==> config.mk <==
export PLATFORM = sky130hd
export DESIGN_NAME = binary_to_decimal_ascii_top
export DESIGN_NICKNAME = d
export VERILOG_FILES = /design/src/hw/rtl/b2da_pkg.sv /design/src/hw/rtl/binary_to_decimal_ascii_top.sv
export VERILOG_INCLUDE_DIRS = /design/src /design/src/hw/rtl
export SDC_FILE = /design/constraint.sdc
export NUM_CORES = 1
export LEC_CHECK = 0
export ABC_AREA = 1
export BUFFER_PORTS_ARGS = -buffer_cell sky130_fd_sc_hd__buf_4
export CAP_MARGIN = 10
export CELL_PAD_IN_SITES_DETAIL_PLACEMENT = 1
export CELL_PAD_IN_SITES_GLOBAL_PLACEMENT = 2
export CORE_ASPECT_RATIO = 0.7
export CORE_MARGIN = 2
export CORE_UTILIZATION = 37
export DETAILED_ROUTE_END_ITERATION = 7
export GPL_TIMING_DRIVEN = 0
export PLACE_DENSITY = 0.84
export REMOVE_ABC_BUFFERS = 1
export SLEW_MARGIN = 20
export SYNTH_ARGS = -nofsm -noshare
export SYNTH_HDL_FRONTEND = slang
export SYNTH_SLANG_ARGS = --single-unit
==> constraint.sdc <==
create_clock -name clock -period 5.9 [get_ports clock]
set_input_delay 0.295 -clock clock [delete_from_list [all_inputs] [get_ports clock]]
set_output_delay 0.295 -clock clock [all_outputs]
set_load 0.01 [all_outputs]
==> src/hw/rtl/binary_to_decimal_ascii_top_macros.svh <==
// Assertion macros used by the RTL of the decimal text converter.
`ifndef BINARY_TO_DECIMAL_ASCII_TOP_MACROS_SVH
`define BINARY_TO_DECIMAL_ASCII_TOP_MACROS_SVH

// Same-cycle implication, checked on the rising clock edge outside reset.
`define B2DA_ASSERT_SAME(label, clk, rst, ante, cons) \
   label: assert property (@(posedge clk) disable iff (rst) (ante) |-> (cons)) \
      else $error("same-cycle check failed");

// Next-cycle implication, checked on the rising clock edge outside reset.
`define B2DA_ASSERT_NEXT(label, clk, rst, ante, cons) \
   label: assert property (@(posedge clk) disable iff (rst) (ante) |=> (cons)) \
      else $error("next-cycle check failed");

`endif

==> src/hw/rtl/b2da_pkg.sv <==
package b2da_pkg;

   localparam int unsigned VALUE_WIDTH    = 32;
   localparam int unsigned DIGIT_COUNT    = 10;
   localparam int unsigned DIGIT_WIDTH    = 4;
   localparam int unsigned BCD_WIDTH      = DIGIT_COUNT * DIGIT_WIDTH;
   localparam int unsigned STAGE_COUNT    = 4;
   localparam int unsigned BITS_PER_STAGE = VALUE_WIDTH / STAGE_COUNT;
   localparam int unsigned COUNT_WIDTH    = 4;
   localparam int unsigned CHAR_WIDTH     = 8;

   localparam logic [CHAR_WIDTH-1:0]  CHAR_SPACE    = 8'h20;
   localparam logic [CHAR_WIDTH-1:0]  CHAR_ZERO     = 8'h30;
   localparam logic [COUNT_WIDTH-1:0] LAST_POSITION = 4'd9;

   typedef logic [BCD_WIDTH-1:0]      bcd_type;
   typedef logic [VALUE_WIDTH-1:0]    value_type;
   typedef logic [BITS_PER_STAGE-1:0] slice_type;
   typedef logic [DIGIT_WIDTH-1:0]    digit_type;

   // Shift-and-add-three over one slice of the binary value, most significant bit first.
   function automatic bcd_type dabble_slice(bcd_type bcd_i, slice_type bits_i);
      bcd_type   acc;
      digit_type d;
      acc = bcd_i;
      for (int step = 0; step < BITS_PER_STAGE; step++) begin
         for (int k = 0; k < DIGIT_COUNT; k++) begin
            d = acc[k*DIGIT_WIDTH +: DIGIT_WIDTH];
            if (d >= 4'd5) begin
               acc[k*DIGIT_WIDTH +: DIGIT_WIDTH] = d + 4'd3;
            end
         end
         acc = {acc[BCD_WIDTH-2:0], bits_i[BITS_PER_STAGE-1-step]};
      end
      return acc;
   endfunction

endpackage

==> src/hw/rtl/binary_to_decimal_ascii_top.sv <==
// Converts a 32-bit unsigned value to ten right-aligned decimal ASCII characters.
// A value passes the four conversion stage registers and the serializer register before
// its first character is strobed. The one-character-per-cycle result port sets the pace;
// four conversion stages of eight shift-and-add-three steps each buffer values meanwhile.
// Reset (synchronous, active high) empties the pipeline and the character serializer.
// The receiver cannot stall; busy is high only while the first conversion stage is blocked.
`include "binary_to_decimal_ascii_top_macros.svh"

module binary_to_decimal_ascii_top (
   input  logic                                clock,
   input  logic                                reset,
   input  logic                                start,
   output logic                                busy,
   input  logic [b2da_pkg::VALUE_WIDTH-1:0]    req_value,
   output logic                                rsp_strobe,
   output logic [b2da_pkg::CHAR_WIDTH-1:0]     rsp_character,
   output logic                                rsp_last
);

   localparam int unsigned NS = b2da_pkg::STAGE_COUNT;
   localparam int unsigned BW = b2da_pkg::BITS_PER_STAGE;
   localparam int unsigned VW = b2da_pkg::VALUE_WIDTH;

   logic                   valid_ff [NS];
   logic                   valid_in [NS];
   b2da_pkg::bcd_type      bcd_ff   [NS];
   b2da_pkg::bcd_type      bcd_in   [NS];
   b2da_pkg::value_type    value_ff [NS];
   b2da_pkg::value_type    value_in [NS];
   logic                   stage_ready [NS];

   b2da_pkg::bcd_type                  digits_ff, digits_in;
   logic [b2da_pkg::COUNT_WIDTH-1:0]   count_ff, count_in;
   logic                               active_ff, active_in;
   logic                               seen_ff, seen_in;

   logic                   accept;
   logic                   load;
   b2da_pkg::digit_type    cur_digit;
   logic                   blank;

   assign busy   = !stage_ready[0];
   assign accept = start && !busy;
   assign load   = valid_ff[NS-1] && stage_ready[NS-1];

   // A stage may take new data when it is empty or its contents move on this cycle.
   always_comb begin
      stage_ready[NS-1] = !valid_ff[NS-1] || !active_ff ||
                          (count_ff == b2da_pkg::LAST_POSITION);
      for (int s = NS - 2; s >= 0; s--) begin
         stage_ready[s] = !valid_ff[s] || stage_ready[s+1];
      end
   end

   always_comb begin
      for (int s = 0; s < NS; s++) begin
         if (s == 0) begin
            valid_in[s] = accept;
            value_in[s] = req_value;
            bcd_in[s]   = b2da_pkg::dabble_slice('0, req_value[VW-1 -: BW]);
         end else begin
            valid_in[s] = valid_ff[s-1];
            value_in[s] = value_ff[s-1];
            bcd_in[s]   = b2da_pkg::dabble_slice(bcd_ff[s-1],
                                                 value_ff[s-1][VW-1-BW*s -: BW]);
         end
      end
   end

   always_ff @(posedge clock) begin
      if (reset) begin
         for (int s = 0; s < NS; s++) begin
            valid_ff[s] <= 1'b0;
         end
      end else begin
         for (int s = 0; s < NS; s++) begin
            if (stage_ready[s]) begin
               valid_ff[s] <= valid_in[s];
            end
         end
      end
   end

   always_ff @(posedge clock) begin
      for (int s = 0; s < NS; s++) begin
         if (stage_ready[s]) begin
            value_ff[s] <= value_in[s];
            bcd_ff[s]   <= bcd_in[s];
         end
      end
   end

   // Serializer: the top digit of digits_ff is the character on the port this cycle.
   assign cur_digit = digits_ff[b2da_pkg::BCD_WIDTH-1 -: b2da_pkg::DIGIT_WIDTH];
   assign blank     = !seen_ff && (cur_digit == '0) &&
                      (count_ff != b2da_pkg::LAST_POSITION);

   always_comb begin
      digits_in = digits_ff;
      count_in  = count_ff;
      seen_in   = seen_ff;
      active_in = active_ff;
      if (load) begin
         digits_in = bcd_ff[NS-1];
         count_in  = '0;
         seen_in   = 1'b0;
         active_in = 1'b1;
      end else if (active_ff) begin
         digits_in = {digits_ff[b2da_pkg::BCD_WIDTH-b2da_pkg::DIGIT_WIDTH-1:0],
                      {b2da_pkg::DIGIT_WIDTH{1'b0}}};
         seen_in   = seen_ff || (cur_digit != '0);
         if (count_ff == b2da_pkg::LAST_POSITION) begin
            active_in = 1'b0;
         end else begin
            count_in = count_ff + 1'b1;
         end
      end
   end

   always_ff @(posedge clock) begin
      if (reset) begin
         active_ff <= 1'b0;
         count_ff  <= '0;
      end else begin
         active_ff <= active_in;
         count_ff  <= count_in;
      end
   end

   always_ff @(posedge clock) begin
      digits_ff <= digits_in;
      seen_ff   <= seen_in;
   end

   assign rsp_strobe    = active_ff;
   assign rsp_last      = active_ff && (count_ff == b2da_pkg::LAST_POSITION);
   assign rsp_character = blank ? b2da_pkg::CHAR_SPACE
                                : (b2da_pkg::CHAR_ZERO |
                                   {{(b2da_pkg::CHAR_WIDTH-b2da_pkg::DIGIT_WIDTH){1'b0}},
                                    cur_digit});

   // The ten characters of one value are strobed on consecutive cycles.
   `B2DA_ASSERT_NEXT(a_chars_contiguous, clock, reset, rsp_strobe && !rsp_last, rsp_strobe)
   // Once a digit has been shown, no padding space follows within the same value.
   `B2DA_ASSERT_NEXT(a_no_space_after_digit, clock, reset,
      rsp_strobe && !rsp_last && (rsp_character != b2da_pkg::CHAR_SPACE),
      rsp_character != b2da_pkg::CHAR_SPACE)
   // Busy means the first stage holds a value that cannot move on.
   `B2DA_ASSERT_SAME(a_busy_holds_item, clock, reset, busy, valid_ff[0] && !stage_ready[1])
   // A value in the last stage stays there until the serializer takes it.
   `B2DA_ASSERT_NEXT(a_last_stage_held, clock, reset,
      valid_ff[NS-1] && !load, valid_ff[NS-1] && $stable(bcd_ff[NS-1]))

endmodule

# --- Word level (Yosys, flattened, before mapping) ---
# Memory sizes are Yosys's and may differ from the RTL's.
# Index checks and enable logic that the tools add are counted.
totals:
  ff_bits: 46
  mem_bits_rw: 292
  in_bits: 35
  out_inout_bits: 11
  elab_cells: 807
  n_memories: 3
classes:
  n_addsub: 248
  order_cmp: 247
  eq_ne: 2
  mux: 275
  bitwise_logic: 5
  n_reduce_logical: 23
memory_table:
  columns: ["name", "words", "word_bits", "rd", "rd_clocked_by_memory_dff", "wr", "line", "text"]
  rows:
  - ["bcd_ff", 4, 40, 4, 0, 4, "binary_to_decimal_ascii_top.sv:26", "b2da_pkg::bcd_type bcd_ff [NS];"]
  - ["value_ff", 4, 32, 3, 0, 4, "binary_to_decimal_ascii_top.sv:28", "b2da_pkg::value_type value_ff [NS];"]
  - ["valid_ff", 4, 1, 4, 0, 4, "binary_to_decimal_ascii_top.sv:24", "logic valid_ff [NS];"]
op_table:
  columns: ["cell", "n"]
  rows:
  - ["greater-or-equal comparator 4 x 3 -> 1 bit (second input constant)", 245]
  - ["two-way mux 4 bit", 223]
  - ["adder 4 x 2 -> 4 bit (second input constant)", 221]
  - ["two-way mux 40 bit", 2]
  - ["adder 3 x 2 -> 3 bit (second input constant)", 24]
  - ["two-way mux 3 bit", 24]
  - ["two-way mux 1 bit", 25]
  - ["adder 3 x 2 -> 4 bit (second input constant)", 2]
  - ["logical NOT 1 bit", 7]
  - ["greater-or-equal comparator 3 bit (second input constant)", 2]
  - ["logical OR 1 bit", 6]
  - ["logical AND 1 bit", 5]
  - ["two-way mux 5 bit", 1]
  - ["adder 4 x 1 -> 4 bit (second input constant)", 1]
  - ["equality test 4 bit (second input constant)", 1]
  - ["logical NOT 4 bit", 1]
  - ["inequality test 4 bit (second input constant)", 1]
  - ["bitwise OR 1 bit", 4]
  - ["nonzero test 4 bit", 1]
  - ["AND reduction 2 bit", 1]
  - ["nonzero test 2 bit", 1]
  - ["OR reduction 2 bit", 1]
  - ["inverter 1 bit", 1]

# --- Logic depth before layout (Yosys ltp) ---
# Gate-level depths: netlist of the first run.
# An unclocked memory read counts as a cell.
logic_depth:
  word_depth: 17
  depth_mapped: 49
  depth_no_buf: 49

# --- Least setup slack after synthesis of the first run ---
# OpenSTA, ideal clock, no wires.
synth_timing:
  path_kind: "register to register"
  start: "memory bcd_ff[2][28] (netlist name)"
  end: "memory bcd_ff[3][38] (netlist name) (data pin)"
  arrival_time_ns: 5.123
  required_ns: 5.634
  slack_ns: 0.511
  path_stages_with_launch: 42
  n_path_buf: 0
  period_less_slack_ns: 5.389
  cell_sequence: "edfxtp_1 > inv_1 > ha_1 > inv_1 > ha_1 > inv_1 > nand2_2 > xor2_2 > ha_1 > nand3_1 > nand3_2 > nand2_1 > and2_1 > ha_1 > nand3_1 > nand4_1 > nand2_1 > inv_1 > [... 6 more ...] > nand3_2 > nand2_2 > nand2_1 > nand2_1 > inv_1 > ha_1 > nand2_1 > nand3_2 > or2_1 > nand2_1 > o21ai_1 > a21o_1 > nand2_1 > inv_1 > ha_1 > or2_2 > a21oi_1 > a21oi_1"
synth_rtl:
  columns: ["element", "line"]
  rows:
  - ["start, declared", "binary_to_decimal_ascii_top.sv:26"]

==> impl_results.md, run 1 <==
- Hold Crit Depth: 3
- Slowest stage cell on the critical path: sky130_fd_sc_hd__edfxtp_1
- Primary FF master, synth: sky130_fd_sc_hd__edfxtp_1
- WHS Endpoint: valid_ff[0][0]$_SDFFCE_PN0P_
- Leading cell types in the layout, fill and taps excluded: sky130_fd_sc_hd__nand2_1 (1,033), sky130_fd_sc_hd__inv_1 (515), sky130_fd_sc_hd__nand3_1 (311)
- Synth Warn #: 0
- Initial detailed-routing violation count: 723
- Post-synth EDFFs: 194
- Worst Setup Start Kind: flop
- Leading cell type in the layout, fill and taps excluded: sky130_fd_sc_hd__nand2_1
- Number of vias after detailed routing: 20,700
- Final max-slew violation count: 0
- Clock network latency to the later pin of the worst-skew pair: 0.50 ns
- Routed Antenna Nets: 0
- Endpoint type of the worst setup path: flop
- Final Hold Viols: 0
- Worst slew margin: 0.502
- Data arrival time of the critical path: 5.80 ns
- Min setup slack post-route: 0.342 ns
- Critical path class: flop to flop
- Via count of the first global-routing pass: 21,500
- Reg2reg end: bcd_ff[3][38]$_DFFE_PP_
- Slack of the worst reg-to-reg path: 0.34 ns
- Hold Crit Start: start
- Final period util: 0.942
- TritonCTS sink count: 200
- CP required: 6.15 ns
- Area growth syn-to-layout: 16.6%
- CTS tree: yes
- Post-synthesis sequential area ratio: 0.270
- Gate count after technology mapping: 3,248
- RR Startpoint: bcd_ff[2][28]$_DFFE_PP_
- Layout cell share with drive strength beyond 1: 0.223
- Total GRT Usage: 0.178
- Half-perimeter wire length after detailed placement: 42,400 µm
- Final total negative setup slack: 0 ns
- Largest net degree at the start of global routing: 40
- Slowest stage delay, CP: 0.42 ns
- Path depth of the worst reg2reg path: 42
- Worst path buffer plus inverter count: 8
- Die area: 61,500 µm²
- Port Buffer Count: 42
- Starting Density: 0.376
- Io pins: 46
- Root buffer selected by CTS: sky130_fd_sc_hd__clkbuf_16
- Antenna violations before repair: 0
- DRT Wirelength: 54,300 µm
- Post-detailed-route wirelength per cell: 12.9 µm
- Number of maximum-capacitance violations: 0
- Die Span Y: 208 µm
- Clock tree buffer depth: 2
- Cell type with the highest occurrence count on the critical path: sky130_fd_sc_hd__nand2_2
- Outcome: complete, no violations
- Min Clock Period, post-route: 5.56 ns
- Setup violators final: 0
- Flop and latch count out of synthesis: 200
- Core Region: 58,600 µm²
- Worst hold-check path type: input pin to flop
- Grt ovf: 0
- DP Worst Slack: -0.333 ns
- Critical path fanouts, max: 5
- Ratio of routed vias to standard cells: 4.92
- Num CTS Buffers: 17
- Post-route DRC violation count: 0
- Synth Area per Inst: 6.78 µm²
- Transition time at the pin with the least slew margin: 0.743 ns
- Post-synthesis cell area: 22,000 µm²
- Kind of cell with the highest combined delay on the critical path: simple AND/OR/NAND/NOR gates
- Synth unique cells: 46
- Number of rows in the core area: 74
- First-pass iteration count of the detailed router: 4
- Fmax: 0.180 GHz
- NumNets Final: 3,570
- Routability cong.: 0.769
- H-tree depth: 4
- Clock slew at reported path FFs: 0.08 ns
- Share of async-settable or async-resettable flops after synthesis: 0
- Width of the die: 296 µm
- Antenna cells: 0
- Worst clock skew: 0.0127 ns
- Global-route wire length before repair: 94,200 µm
[synthesized netlist by cell type (3+ instances only)]
master / count / area, µm²
sky130_fd_sc_hd__xor2_2: 9 / 146
sky130_fd_sc_hd__nand3_4: 4 / 70.1
sky130_fd_sc_hd__clkbuf_1: 6 / 22.5
sky130_fd_sc_hd__o21ai_0: 65 / 325
sky130_fd_sc_hd__or2_2: 7 / 43.8
sky130_fd_sc_hd__inv_2: 26 / 97.6
sky130_fd_sc_hd__o21a_1: 5 / 37.5
sky130_fd_sc_hd__nand2_1: 1101 / 4130
sky130_fd_sc_hd__and2_4: 9 / 78.8
sky130_fd_sc_hd__nor2_1: 57 / 214
sky130_fd_sc_hd__nand3_1: 346 / 1730
sky130_fd_sc_hd__buf_1: 3 / 11.3
sky130_fd_sc_hd__edfxtp_1: 194 / 5830
sky130_fd_sc_hd__ha_1: 137 / 1710
sky130_fd_sc_hd__a21o_1: 26 / 195
sky130_fd_sc_hd__xnor2_1: 7 / 61.3
sky130_fd_sc_hd__a211oi_1: 3 / 22.5
sky130_fd_sc_hd__o21ai_2: 48 / 420
sky130_fd_sc_hd__inv_1: 540 / 2030
sky130_fd_sc_hd__o211ai_1: 5 / 37.5
sky130_fd_sc_hd__nand3b_1: 22 / 165
sky130_fd_sc_hd__a31o_2: 5 / 43.8
sky130_fd_sc_hd__o22ai_1: 5 / 31.3
sky130_fd_sc_hd__dfxtp_1: 6 / 120
sky130_fd_sc_hd__nand4_1: 111 / 694
sky130_fd_sc_hd__nand2_2: 182 / 1140
sky130_fd_sc_hd__clkinv_1: 4 / 15.0
sky130_fd_sc_hd__nand3_2: 89 / 891
sky130_fd_sc_hd__o21bai_1: 3 / 22.5
sky130_fd_sc_hd__a21oi_1: 46 / 230
sky130_fd_sc_hd__nand2_4: 11 / 124
sky130_fd_sc_hd__and2_1: 15 / 93.8
sky130_fd_sc_hd__mux2_2: 36 / 405
sky130_fd_sc_hd__xor2_1: 53 / 464
sky130_fd_sc_hd__buf_4: 3 / 22.5
sky130_fd_sc_hd__o21ai_1: 45 / 225
[registers in the layout (all words and copies together) (netlist names)]
name / flops
rsp_strobe: 1
count_ff: 4
seen_ff: 1
bcd_ff: 100
value_ff: 50
digits_ff: 40
valid_ff: 4
[final cells by class]
cell class | instances | area [µm²]
Timing Repair Buffer | 142 | 1190
Multi-Input combinational cell | 2467 | 14800
Tap cell | 798 | 998
Clock buffer | 20 | 458
Sequential cell | 200 | 5950
Inverter | 570 | 2140
Clock inverter | 12 | 106
Fill cell | 7466 | 32900
[worst max-delay path by stage]
stage	slack, ns	startpoint	cells past startpoint	end
2_1_floorplan	0.51	bcd_ff[2][28]$_DFFE_PP_	41	bcd_ff[3][38]$_DFFE_PP_
3_3_place_gp	-0.52	count_ff[0]$_SDFFE_PP0P_	11	busy
3_5_place_dp	-0.33	bcd_ff[2][28]$_DFFE_PP_	37	bcd_ff[3][38]$_DFFE_PP_
4_1_cts	0.0008	bcd_ff[1][12]$_DFFE_PP_	46	bcd_ff[2][14]$_DFFE_PP_
5_1_grt	-0.08	bcd_ff[2][28]$_DFFE_PP_	43	bcd_ff[3][38]$_DFFE_PP_
6_report	0.34	bcd_ff[2][28]$_DFFE_PP_	42	bcd_ff[3][38]$_DFFE_PP_
[through the flow]
step	instances	cell area (µm²)	utilization	hold slack, ns
floorplan	3237	22000	-	0.364
detailed placement	4082	23400	0.399	0.405
CTS	4149	24400	0.416	0.0810
global route	4209	25700	0.438	0.113
global placement	4077	23300	0.397	0.401
finish	4209	25700	0.438	0.127
[worst register-to-register path: cells and delay by family (launching register included)]
kind            cells  cell delay, ns
simple gates       22            2.39
fa+ha+maj           6            1.01
compound gates      5            0.70
buf+inv             8            0.57
flops               1            0.42
xor+xnor            1            0.22
[cells by family (layout without fill, tap and decap cells)]
kind of cell	count (synthesis)	after routing	share of synthesized area
buffers and inverters	582	744	0.0997
DFF	200	200	0.270
other	2	3	0.000341
and+or+nand+nor	1964	1964	0.429
adders and majority gates	137	137	0.0779
muxes	36	36	0.0184
xor gates and xnor gates	70	70	0.0318
AOI/OAI and AO/OA	257	257	0.0727
[routing by layer]
layer  wire length [µm]  GRT usage  up-vias
met5                  0          0        -
met4                660     0.0441        0
met3                743     0.0221       39
met2              26000      0.309       87
met1              26900      0.232     9715
li1                   -          -    10900
[what timing repair did]
action                     CTS  global route
hold buffers                26             0
pin swaps                    5            80
buffers inserted             9            60
gates cloned                 0             0
resized for setup           23           219
hold endpoints to repair    26             0
setup endpoints to repair   16            70
Power of run 1 is not shown: default switching activity piles up to over one toggle a cycle in this logic, so the estimate is an artifact.
==> run 2, diff against run 1 <==
- CORE_MARGIN: 2 -> unset
==> impl_results.md, run 2 (synthesized netlist as in run 1, its figures left out) <==
- Outcome: complete, no violations (unchanged)
- Reg2reg end: bcd_ff[1][17]$_DFFE_PP_ (was bcd_ff[3][38]$_DFFE_PP_)
- NumNets Final: 3,568 (was 3,570)
- Clock tree buffer depth: 2 (unchanged)
- Worst clock skew: 0.0149 ns (was 0.0127 ns)
- Clock network latency to the later pin of the worst-skew pair: 0.50 ns (about the same)
- Root buffer selected by CTS: sky130_fd_sc_hd__clkbuf_16 (unchanged)
- Setup violators final: 0 (unchanged)
- Final total negative setup slack: 0 ns (unchanged)
- Number of rows in the core area: 74 (unchanged)
- Antenna violations before repair: 1 (was 0)
- Highest Signal Layer: met4 (unchanged)
- WHS Endpoint: valid_ff[0][0]$_SDFFCE_PN0P_ (unchanged)
- Routability cong.: 0.781 (was 0.769)
- Slowest stage cell on the critical path: sky130_fd_sc_hd__edfxtp_1 (unchanged)
- Number of maximum-capacitance violations: 0 (unchanged)
- Clock slew at reported path FFs: 0.09 ns (was 0.08 ns)
- Post-route DRC violation count: 0 (unchanged)
- Via count of the first global-routing pass: 21,000 (was 21,500)
- Hold Crit Start: start (unchanged)
- Slack of the worst reg-to-reg path: 0.35 ns (was 0.34 ns)
- Data arrival time of the critical path: 5.80 ns (about the same)
- First-pass iteration count of the detailed router: 4 (unchanged)
- Number of fill cells in the layout: 7,464 (was 7,466)
- Leading cell type in the layout, fill and taps excluded: sky130_fd_sc_hd__nand2_1 (unchanged)
- Met1 Wirelength: 26,400 µm (was 26,900 µm)
- Min Clock Period, post-route: 5.55 ns (was 5.56 ns)
- Width of the die: 294 µm (was 296 µm)
- Top Registers: bcd_ff x100, value_ff x50, digits_ff x40 (unchanged)
- Transition time at the pin with the least slew margin: 0.776 ns (was 0.743 ns)
- Final period util: 0.940 (was 0.942)
- Num CTS Buffers: 17 (unchanged)
- H-tree depth: 4 (unchanged)
- Total GRT Usage: 0.175 (was 0.178)
- Half-perimeter wire length after detailed placement: 41,800 µm (was 42,400 µm)
- Cell type with the highest occurrence count on the critical path: sky130_fd_sc_hd__nand2_1 (was sky130_fd_sc_hd__nand2_2)
- Met2 wire length: 24,500 µm (was 26,000 µm)
- Worst hold-check path type: input pin to flop (unchanged)
- Area growth syn-to-layout: 15.7% (was 16.6%)
- Routed Antenna Nets: 0 (unchanged)
- Port Buffer Count: 42 (unchanged)
- DP Worst Slack: -0.188 ns (was -0.333 ns)
- Die Span Y: 206 µm (was 208 µm)
- Largest net degree at the start of global routing: 40 (unchanged)
- Unrepaired setup endpoints after global routing: yes
- Ratio of routed vias to standard cells: 4.89 (was 4.92)
- Initial detailed-routing violation count: 674 (was 723)
- Layout cell share with drive strength beyond 1: 0.213 (was 0.223)
- Path depth of the worst reg2reg path: 38 (was 42)
- Critical path fanouts, max: 5 (unchanged)
- Core Region: 58,600 µm² (unchanged)
- Number of vias after detailed routing: 20,600 (was 20,700)
- TritonCTS sink count: 200 (unchanged)
- Endpoint type of the worst setup path: flop (unchanged)
- Final max-slew violation count: 0 (unchanged)
- Global-route wire length before repair: 90,900 µm (was 94,200 µm)
- DRT Wirelength: 52,200 µm (was 54,300 µm)
- Die area: 60,500 µm² (was 61,500 µm²)
- Worst Setup Start Kind: flop (unchanged)
- Register ranked first by flip-flop count: bcd_ff (unchanged)
- Starting Density: 0.376 (unchanged)
- Fmax: 0.180 GHz (about the same)
- Io pins: 46 (unchanged)
- CTS tree: yes (unchanged)
- Min setup slack post-route: 0.352 ns (was 0.342 ns)
- RR Startpoint: bcd_ff[0][5]$_DFFE_PN_ (was bcd_ff[2][28]$_DFFE_PP_)
- Critical path class: flop to flop (unchanged)
- Slowest stage delay, CP: 0.45 ns (was 0.42 ns)
- Hold Crit Depth: 3 (unchanged)
- Worst slew margin: 0.480 (was 0.502)
- Leading cell types in the layout, fill and taps excluded: sky130_fd_sc_hd__nand2_1 (1,050), sky130_fd_sc_hd__inv_1 (521), sky130_fd_sc_hd__nand3_1 (315) (was sky130_fd_sc_hd__nand2_1 (1,033), sky130_fd_sc_hd__inv_1 (515), sky130_fd_sc_hd__nand3_1 (311))
- Routed wire length on met3: 722 µm (was 743 µm)
- Flip-flop count of the largest register after layout: 100 (unchanged)
- Antenna cells: 0 (unchanged)
- CP required: 6.15 ns (about the same)
- Grt ovf: 0 (unchanged)
- Final Hold Viols: 0 (unchanged)
- Post-detailed-route wirelength per cell: 12.4 µm (was 12.9 µm)
run 2: cell types whose count changed in the layout (fill, tap and decap cells not counted), moves of 6 or more:
| cell | delta |
|---|---|
| sky130_fd_sc_hd__nand2_4 | -6 |
| sky130_fd_sc_hd__inv_1 | +6 |
| sky130_fd_sc_hd__inv_2 | -6 |
| sky130_fd_sc_hd__nand2_2 | -11 |
| sky130_fd_sc_hd__o21ai_2 | +8 |
| sky130_fd_sc_hd__nand2_1 | +17 |
| sky130_fd_sc_hd__ha_2 | -6 |
| sky130_fd_sc_hd__ha_1 | +8 |
run 2: worst max-delay path by stage:
stage | start | to | slack (ns) | cells after the start
after floorplan | bcd_ff[2][28]$_DFFE_PP_ | bcd_ff[3][38]$_DFFE_PP_ | 0.51 | 41
after global placement | count_ff[0]$_SDFFE_PP0P_ | busy | -0.53 | 11
after detailed placement | bcd_ff[2][28]$_DFFE_PP_ | bcd_ff[3][38]$_DFFE_PP_ | -0.19 | 37
after CTS | bcd_ff[1][12]$_DFFE_PP_ | bcd_ff[2][14]$_DFFE_PP_ | 0.008 | 44
after global routing | bcd_ff[0][4]$_DFFE_PN_ | bcd_ff[1][18]$_DFFE_PP_ | -0.10 | 40
final | bcd_ff[0][5]$_DFFE_PN_ | bcd_ff[1][17]$_DFFE_PP_ | 0.35 | 38
run 2: metal layers:
metal	global-route usage	vias up
li1	-	10900
met1	0.226	9616
met2	0.305	80
met3	0.0257	34
met4	0.0432	0
met5	0	-
run 2: metrics by stage:
stage                     cell area [µm²]   util  hold slack [ns]  std cells
final                               25500  0.435            0.123       4207
after CTS                           24400  0.416           0.0768       4149
after detailed placement            23400  0.399            0.406       4082
after global routing                25500  0.435            0.124       4207
after global placement              23300  0.397            0.400       4077
after floorplan                     22000      -            0.364       3237
run 2: what timing repair did:
item,in CTS,in global routing
gates cloned,0,0
buffers inserted,9,58
hold endpoints to repair,26,0
setup endpoints to repair,15,70
hold buffers,26,0
resized for setup,17,173
pin swaps,2,70
run 2: area by class of cell:
type | instances | area [µm²] | share of cell area
Clock buffer | 18 | 429 | 0.0168
Clock inverter | 14 | 158 | 0.00619
Multi-Input combinational cell | 2467 | 14600 | 0.574
Timing Repair Buffer | 140 | 1180 | 0.0463
Tap cell | 798 | 998 | 0.0392
Sequential cell | 200 | 5950 | 0.233
Inverter | 570 | 2140 | 0.0840
run 2: worst max-delay path: cells and delay by family (launching register included):
family / cells / cell delay, ns
xor+xnor: 2 / 0.33
simple gates: 18 / 1.94
buf+inv: 8 / 0.79
flops: 1 / 0.45
compound gates: 5 / 0.80
fa+ha+maj: 5 / 0.99
Power of run 2 is left out for the same reason.
